<file path="src/sv/mhsa_pkg.sv">
// shared constants, codes and controller/datapath interface types
`timescale 1ns / 1ps
package mhsa_pkg;

    localparam int LOW_DEPTH   = 4096;
    localparam int HIGH_DEPTH  = 128;
    localparam int SMALL_DEPTH = 2;
    localparam int BIG_DEPTH   = 4096;

    localparam int AW_BITS = 25;

    localparam int LOW_CNT_W   = $clog2(LOW_DEPTH + 1);
    localparam int LOW_UW      = $clog2(LOW_DEPTH);
    localparam int HIGH_CNT_W  = $clog2(HIGH_DEPTH + 1);
    localparam int HIGH_AW     = $clog2(HIGH_DEPTH);
    localparam int SMALL_CNT_W = $clog2(SMALL_DEPTH + 1);
    localparam int BIG_CNT_W   = $clog2(BIG_DEPTH + 1);
    localparam int BIG_UW      = $clog2(BIG_DEPTH);

    localparam int IDX_W0 = (LOW_CNT_W > BIG_CNT_W) ? LOW_CNT_W : BIG_CNT_W;
    localparam int IDX_W1 = (IDX_W0 > HIGH_CNT_W) ? IDX_W0 : HIGH_CNT_W;
    localparam int IDX_W  = (IDX_W1 > SMALL_CNT_W) ? IDX_W1 : SMALL_CNT_W;

    // register file
    localparam int REG_COUNT = 5;
    localparam int PADDR_W   = 5;
    localparam logic [2:0] REG_LOW_BASE = 3'd0;
    localparam logic [2:0] REG_TOP_MEM  = 3'd1;
    localparam logic [2:0] REG_HEAP_A   = 3'd2;
    localparam logic [2:0] REG_HEAP_B   = 3'd3;
    localparam logic [2:0] REG_HEAP_C   = 3'd4;

    localparam logic [24:0] LOW_BASE_RST = 25'd16384;
    localparam logic [24:0] TOP_MEM_RST  = 25'd16777216;
    localparam logic [24:0] HEAP_A_RST   = 25'd1024;
    localparam logic [24:0] HEAP_B_RST   = 25'd1024;
    localparam logic [24:0] HEAP_C_RST   = 25'd1843200;
    localparam logic [24:0] BASE_A_RST   = TOP_MEM_RST - HEAP_A_RST;
    localparam logic [24:0] BASE_B_RST   = BASE_A_RST - HEAP_B_RST;
    localparam logic [24:0] BASE_C_RST   = BASE_B_RST - HEAP_C_RST;
    localparam logic [24:0] WM_RST       = 25'd16777216;

    // request modes
    localparam logic [1:0] MODE_ALLOC   = 2'd0;
    localparam logic [1:0] MODE_FREE    = 2'd1;
    localparam logic [1:0] MODE_QUERY   = 2'd2;
    localparam logic [1:0] MODE_INVALID = 2'd3;

    // heap selects, also the scan order of the stacks
    localparam logic [2:0] SEL_LOW  = 3'd0;
    localparam logic [2:0] SEL_HIGH = 3'd1;
    localparam logic [2:0] SEL_A    = 3'd2;
    localparam logic [2:0] SEL_B    = 3'd3;
    localparam logic [2:0] SEL_C    = 3'd4;

    // result status
    localparam logic [1:0] ST_OK      = 2'd0;
    localparam logic [1:0] ST_NOSPACE = 2'd1;
    localparam logic [1:0] ST_FULL    = 2'd2;
    localparam logic [1:0] ST_INVALID = 2'd3;

    typedef struct packed {
        logic accept;
        logic alloc;
        logic wm_upd;
        logic out_load;
        logic base_a_ld;
        logic base_b_ld;
        logic base_c_ld;
        logic scan_start;
        logic next_stack;
        logic idx_inc;
        logic rd_top;
        logic clr_used;
        logic pop;
        logic pop_end_empty;
        logic pop_end_used;
        logic prev_ld;
        logic size_high;
        logic size_up;
    } cmd_t;

    typedef struct packed {
        logic [1:0] mode;
        logic       idx_lt_cnt;
        logic       cnt_zero;
        logic       match;
        logic       used;
        logic       sid_high;
        logic       sid_last;
        logic       out_free;
    } stat_t;

endpackage

</file>
<file path="src/sv/mhsa_ctrl.sv">
// sequencing state machine for allocate, free, query and re-initialisation
`timescale 1ns / 1ps
module mhsa_ctrl (
    input  logic           clk,
    input  logic           rst_n,
    input  logic           in_valid,
    output logic           in_stall,
    input  logic           cfg_we,
    input  mhsa_pkg::stat_t st,
    output mhsa_pkg::cmd_t  cmd
);
    import mhsa_pkg::*;

    localparam logic [3:0] S_IDLE      = 4'd0;
    localparam logic [3:0] S_DISP      = 4'd1;
    localparam logic [3:0] S_ALLOC     = 4'd2;
    localparam logic [3:0] S_WM        = 4'd3;
    localparam logic [3:0] S_DONE      = 4'd4;
    localparam logic [3:0] S_INIT_A    = 4'd5;
    localparam logic [3:0] S_INIT_B    = 4'd6;
    localparam logic [3:0] S_INIT_C    = 4'd7;
    localparam logic [3:0] S_F_SCAN_RD = 4'd8;
    localparam logic [3:0] S_F_SCAN_EV = 4'd9;
    localparam logic [3:0] S_F_POP_RD  = 4'd10;
    localparam logic [3:0] S_F_POP_EV  = 4'd11;
    localparam logic [3:0] S_Q_RD      = 4'd12;
    localparam logic [3:0] S_Q_EV      = 4'd13;
    localparam logic [3:0] S_Q_NX      = 4'd14;
    localparam logic [3:0] S_Q_NXEV    = 4'd15;

    logic [3:0] state_reg;
    logic [3:0] state_next;

    assign in_stall = (state_reg != S_IDLE) || cfg_we;

    always_ff @(posedge clk or negedge rst_n)
    begin
        if (!rst_n)
        begin
            state_reg <= S_IDLE;
        end
        else
        begin
            state_reg <= state_next;
        end
    end

    always_comb
    begin
        cmd        = '0;
        state_next = state_reg;
        case (state_reg)
            S_IDLE:
            begin
                if (cfg_we)
                begin
                    state_next = S_INIT_A;
                end
                else if (in_valid)
                begin
                    cmd.accept = 1'b1;
                    state_next = S_DISP;
                end
            end
            S_DISP:
            begin
                case (st.mode)
                    MODE_ALLOC:
                    begin
                        state_next = S_ALLOC;
                    end
                    MODE_FREE:
                    begin
                        cmd.scan_start = 1'b1;
                        state_next     = S_F_SCAN_RD;
                    end
                    MODE_QUERY:
                    begin
                        cmd.scan_start = 1'b1;
                        state_next     = S_Q_RD;
                    end
                    default:
                    begin
                        state_next = S_DONE;
                    end
                endcase
            end
            S_ALLOC:
            begin
                cmd.alloc  = 1'b1;
                state_next = S_WM;
            end
            S_WM:
            begin
                cmd.wm_upd = 1'b1;
                state_next = S_DONE;
            end
            S_DONE:
            begin
                if (st.out_free)
                begin
                    cmd.out_load = 1'b1;
                    state_next   = S_IDLE;
                end
            end
            S_INIT_A:
            begin
                cmd.base_a_ld = 1'b1;
                state_next    = cfg_we ? S_INIT_A : S_INIT_B;
            end
            S_INIT_B:
            begin
                cmd.base_b_ld = 1'b1;
                state_next    = cfg_we ? S_INIT_A : S_INIT_C;
            end
            S_INIT_C:
            begin
                cmd.base_c_ld = 1'b1;
                state_next    = cfg_we ? S_INIT_A : S_IDLE;
            end
            // free: in each stack find the first match, clear it, then pop freed tops
            S_F_SCAN_RD:
            begin
                state_next = st.idx_lt_cnt ? S_F_SCAN_EV : S_F_POP_RD;
            end
            S_F_SCAN_EV:
            begin
                if (st.match)
                begin
                    cmd.clr_used = 1'b1;
                    state_next   = S_F_POP_RD;
                end
                else
                begin
                    cmd.idx_inc = 1'b1;
                    state_next  = S_F_SCAN_RD;
                end
            end
            S_F_POP_RD:
            begin
                if (st.cnt_zero)
                begin
                    cmd.pop_end_empty = 1'b1;
                    if (st.sid_last)
                    begin
                        state_next = S_DONE;
                    end
                    else
                    begin
                        cmd.next_stack = 1'b1;
                        state_next     = S_F_SCAN_RD;
                    end
                end
                else
                begin
                    cmd.rd_top = 1'b1;
                    state_next = S_F_POP_EV;
                end
            end
            S_F_POP_EV:
            begin
                if (!st.used)
                begin
                    cmd.pop    = 1'b1;
                    state_next = S_F_POP_RD;
                end
                else
                begin
                    cmd.pop_end_used = 1'b1;
                    if (st.sid_last)
                    begin
                        state_next = S_DONE;
                    end
                    else
                    begin
                        cmd.next_stack = 1'b1;
                        state_next     = S_F_SCAN_RD;
                    end
                end
            end
            // query: later stacks override earlier matches
            S_Q_RD:
            begin
                if (st.idx_lt_cnt)
                begin
                    state_next = S_Q_EV;
                end
                else if (st.sid_last)
                begin
                    state_next = S_DONE;
                end
                else
                begin
                    cmd.next_stack = 1'b1;
                    state_next     = S_Q_RD;
                end
            end
            S_Q_EV:
            begin
                if (st.match && st.sid_high)
                begin
                    cmd.size_high = 1'b1;
                    if (st.sid_last)
                    begin
                        state_next = S_DONE;
                    end
                    else
                    begin
                        cmd.next_stack = 1'b1;
                        state_next     = S_Q_RD;
                    end
                end
                else if (st.match)
                begin
                    cmd.idx_inc = 1'b1;
                    state_next  = S_Q_NX;
                end
                else
                begin
                    cmd.prev_ld = 1'b1;
                    cmd.idx_inc = 1'b1;
                    state_next  = S_Q_RD;
                end
            end
            S_Q_NX:
            begin
                state_next = S_Q_NXEV;
            end
            S_Q_NXEV:
            begin
                cmd.size_up = 1'b1;
                if (st.sid_last)
                begin
                    state_next = S_DONE;
                end
                else
                begin
                    cmd.next_stack = 1'b1;
                    state_next     = S_Q_RD;
                end
            end
            default:
            begin
                state_next = S_IDLE;
            end
        endcase
    end

endmodule

</file>
<file path="config.mk">
export PLATFORM = sky130hd
export DESIGN_NAME = mhsa_ctrl
export DESIGN_NICKNAME = d
export VERILOG_FILES = /design/src/sv/mhsa_pkg.sv /design/src/sv/mhsa_ctrl.sv
export SDC_FILE = /design/constraint.sdc
export NUM_CORES = 1
export LEC_CHECK = 0
export BUFFER_PORTS_ARGS = -buffer_cell sky130_fd_sc_hd__buf_4
export CORE_MARGIN = 5
export CORE_UTILIZATION = 44
export CTS_BUF_LIST = sky130_fd_sc_hd__clkbuf_4
export CTS_CLUSTER_SIZE = 40
export DETAILED_ROUTE_END_ITERATION = 16
export GPL_ROUTABILITY_DRIVEN = 0
export PLACE_DENSITY = 0.74
export SLEW_MARGIN = 5
export SYNTH_ARGS = -nofsm -noshare
export SYNTH_HDL_FRONTEND = slang
export SYNTH_SLANG_ARGS = --single-unit
</file>
<file path="constraint.sdc">
create_clock -name clk -period 1.3 [get_ports clk]
set_input_delay 0 -clock clk [delete_from_list [all_inputs] [get_ports clk]]
set_output_delay 0 -clock clk [all_outputs]
set_load 0.005 [all_outputs]
</file>
==> flow_metrics.tcl, run 1 <==
set metrics [dict create \
    status "did not finish" \
    lastStage "5_1_grt" \
    error "[ERROR DPL-0038] Utilization greater than 100%, impossible to legalize" \
    synth_compound_area_frac 0.237 \
    start_util 0.470 \
    yosys_warnings 0 \
    synth_top_family_by_area "simple AND/OR/NAND/NOR gates" \
    avgSynthCellArea_um2 7.32 \
    endpoint_type "top-level output" \
    clockRootBuffer "clkbuf_4" \
    die_w_um 50.6 \
    synthAdderAreaFrac 0.0518 \
    muxShareOfSynthArea 0 \
    hpwl_mm 2.05 \
    ys_seq_area_frac 0.138 \
    io_pins 32 \
    ys_ff_latch 4 \
    synth_flop_cell "dfrtp_1" \
    synth-edff-count 0 \
    numCtsBuffers 3 \
    netlist_instances 99 \
    dp_slack_ns -0.168 \
    synth_nets 115 \
    synth_area_um2 724 \
    clockBufferDepth 2 \
    core.rowCount 14 \
    grt_max_degree 11 \
    die_y_um 50.6 \
    port_buffers 31 \
    htreeDepth 1 \
    synth_xor_area_frac 0.0121 \
    clock_sinks 4 \
    async_flop_share 1.00 \
    synthSimpleGateAreaFrac 0.435 \
    synth.distinct_cells 40 \
    crit_endpoint "in_stall" \
]
-- metrics by stage --
stage / hold slack (ns) / instances / area (um^2) / utilization
CTS: 0.0355 / 182 / 1380 / 0.894
detailed placement: -0.202 / 170 / 1140 / 0.740
global placement: -0.202 / 170 / 1140 / 0.740
floorplan: -0.296 / 99 / 724 / -
-- cells in the mapped netlist, types with 2 or more instances --
master | number | area [um^2]
a31oi_1 | 3 | 18.8
a21oi_1 | 3 | 15.0
nand2_1 | 9 | 33.8
o22ai_1 | 2 | 12.5
nand3_1 | 2 | 10.0
buf_6 | 5 | 56.3
nand2b_2 | 2 | 17.5
nor3_1 | 4 | 20.0
ha_1 | 3 | 37.5
and2_1 | 2 | 12.5
and3_1 | 2 | 12.5
dfrtp_1 | 4 | 100
nor3b_1 | 2 | 15.0
nand2b_1 | 3 | 18.8
nor2_1 | 18 | 67.6
nor4b_1 | 2 | 17.5
inv_1 | 6 | 22.5
o21ai_0 | 2 | 10.0
nor2b_1 | 2 | 12.5
a311oi_1 | 3 | 26.3
-- cells by family after synthesis --
logic type / count (synthesis)
DFF: 4
xor gates and xnor gates: 1
adders and majority gates: 3
buffers and inverters: 13
AOI/OAI and AO/OA: 23
and+or+nand+nor: 55
-- timing repair --
action                                  4_1_cts
resized for setup                            37
pin swaps                                     2
hold endpoints to repair                      4
buffers inserted                              8
cloned                                        0
endpoints found under the setup margin       23
hold buffers                                  1
==> run 2: changes to the inputs <==
- CORE_AREA: default -> 5 5 66 68
- CORE_MARGIN: 5 -> default
- CORE_UTILIZATION: 44 -> default
- CTS_BUF_LIST: sky130_fd_sc_hd__clkbuf_4 -> default
- CTS_CLUSTER_SIZE: 40 -> default
- DIE_AREA: default -> 0 0 71 73
- PLACE_DENSITY: 0.74 -> default
- PLACE_DENSITY_LB_ADDON: default -> 0.15
- clock period: 1.3 -> 1.69 ns (I/O delays scaled with it)
==> run 2 against run 1 <==
The run now ends clean. Synthesized cell count is the same. Area after synthesis is the same.
==> flow_metrics.tcl, run 2 <==
set metrics [dict create \
    finalHoldViolCount 0 \
    hpwl_mm 1.99 \
    yosys-top-cells-count "nor2_1, nand2_1, inv_1, buf_6" \
    hold_path.startpoint "in_valid" \
    grt_pass1_vias 836 \
    firstDrtPassIters 4 \
    htreeDepth 1 \
    cp_data_required_time_ns 1.69 \
    tritoncts "done" \
    core.rowCount 23 \
    critPathMaxStageDelay_ns 0.45 \
    design_area_um2 1110 \
    maxSlewViolCount 0 \
    antenna_cells 0 \
    dp_slack_ns 0.163 \
    ir_drop_mv 0.335 \
    worstMarginPinSlew_ns 0.338 \
    status "finished clean" \
    rsz0062_at_grt "no" \
    via_per_inst 4.52 \
    port_buffers 31 \
    start_util 0.191 \
    clockRootBuffer "clkbuf_8" \
    hold_path.class "input pin to flop" \
    crit_arrival_ns 1.58 \
    wl_mm 2.58 \
    die_w_um 71 \
    routedWlPerCell_um 13.8 \
    relSlewSlack 0.773 \
    nNetsFinal 155 \
    criticalPathCategory "flop to primary output" \
    setup_viol 0 \
    yosysTopAreaCellShare 0.138 \
    die-area_um2 5180 \
    finalCriticalPeriod_ns 1.58 \
    finalSetupTns_ns 0 \
    clk_latency_ns 0.22 \
    async_flop_share 1.00 \
    crit_path_top_delay_cell "dfrtp_2" \
    grt_antenna_before_repair 0 \
    setup_ws_ns 0.108 \
    grt_max_degree 18 \
    avgSynthCellArea_um2 7.32 \
    fp.coreArea_um2 3800 \
    clkTransAtPathRegs_ns 0.03 \
    synthTopCellsByArea "dfrtp_1, nor2_1, buf_6" \
    crit_fanout 9 \
    dpl_cell_area_um2 1020 \
    worstPathCellList "buf_4 -> nand2_1 -> nor2_1 -> nor4b_1 -> o41a_1 -> buf_4" \
    drtAntennaViolNets 0 \
    hold_end "state_reg[0]" \
    final_common_cell "buf_4" \
    overflow 0 \
    maxCapViolations 0 \
    drc_errors 0 \
    numCtsBuffers 3 \
    clockBufferDepth 2 \
    r2r_end "state_reg[0]" \
    io_pins 32 \
    timing.fmax_mhz 632 \
    netlist_instances 99 \
    gr-usage-all-layers 0.103 \
    r2r-start "state_reg[0]" \
    mostFrequentLayoutCells "buf_4, nor2_1, nand2_1" \
    p_total_uw 1610 \
    ys_seq_area_frac 0.138 \
    largest_register_ffs 4 \
    clock_sinks 4 \
    fillers 443 \
    grt_first_pass_wirelength_mm 4.22 \
    rr_worst_depth 6 \
    synth_area_um2 724 \
    critPathTopFamily "flip-flops" \
    die_y_um 73 \
    synth_top_cell_by_area "dfrtp_1" \
    power_leakage_uw 0.000497 \
    powerDensity_nw_per_um2 1460 \
    yosys_warnings 0 \
    ys_ff_latch 4 \
    worst_setup_path_end_kind "primary output" \
    syn_to_final_growth_pct 53.0 \
    min_path_cells 3 \
    finClkSkew_ns 0.000854 \
    synth.distinct_cells 40 \
    critPathMostFrequentCell "buf_4" \
    yosysMostFrequentCell "nor2_1" \
    synth_nets 115 \
    drive_above_1_share 0.409 \
    period_share 0.936 \
    startpoint_type "flop" \
    synth-edff-count 0 \
    reg2reg_setup_slack_ns 0.21 \
    vias 845 \
    fin_util 0.292 \
    first_iter_violations 48 \
    synth_flop_cell "dfrtp_1" \
    critPathBufInv 2 \
]
==> run 2: logic make-up (layout without fill, tap and decap cells) <==
group                      count (synthesis)  after routing  share of synthesized area
xor gates and xnor gates                   1              1                     0.0121
buffers and inverters                     13             51                      0.126
AOI/OAI and AO/OA                         23             23                      0.237
adders and majority gates                  3              3                     0.0518
and+or+nand+nor                           55             55                      0.435
DFF                                        4              4                      0.138
==> run 2: final cells by class <==
type | count | area, um^2 | area share
Tap cell | 50 | 62.6 | 0.0564
Timing Repair Buffer | 42 | 330 | 0.298
Multi-Input combinational cell | 82 | 546 | 0.492
Inverter | 6 | 22.5 | 0.0203
Clock buffer | 3 | 41.3 | 0.0372
Sequential cell | 4 | 106 | 0.0959
==> run 2: report_power, final <==
| group | switching (uW) | total (uW) | internal (uW) |
|---|---|---|---|
| clock | 52.0 | 204 | 152 |
| combinational | 568 | 1140 | 568 |
| sequential | 118 | 275 | 156 |
==> run 2: worst max path at each step <==
stage,from,end,slack (ns),cells after the start
after floorplan,state_reg[3],state_reg[0],0.40,6
after global placement,state_reg[1],cmd[9],0.14,5
after detailed placement,state_reg[1],cmd[9],0.16,5
after CTS,state_reg[2],cmd[9],0.04,5
after global routing,state_reg[2],cmd[9],0.02,6
final,state_reg[2],cmd[9],0.11,6
==> run 2: per-layer routing <==
metal / global-route usage / share of wire
met5: 0 / 0
met4: 0.0376 / 0.0074
met3: 0.0344 / 0.093
met2: 0.149 / 0.40
met1: 0.141 / 0.50
==> run 2: per-stage QoR <==
step / cells / hold WS (ns)
floorplan: 99 / -0.296
global placement: 180 / -0.198
detailed placement: 180 / -0.195
CTS: 184 / 0.0570
global route: 187 / 0.0785
finish: 187 / 0.0524
==> run 2: repair_timing <==
item,CTS,global route
endpoints found under the setup margin,1,1
resized for setup,2,4
setup buffers,0,3
hold buffers,1,0
endpoints found under the hold margin,4,0
==> run 2: worst min-delay path: cells and delay by family <==
family                 cells  cell delay, ns
buffers and inverters      1            0.08
and+or+nand+nor            2            0.14
No activity file was read; power rests on OpenSTA's default activity.
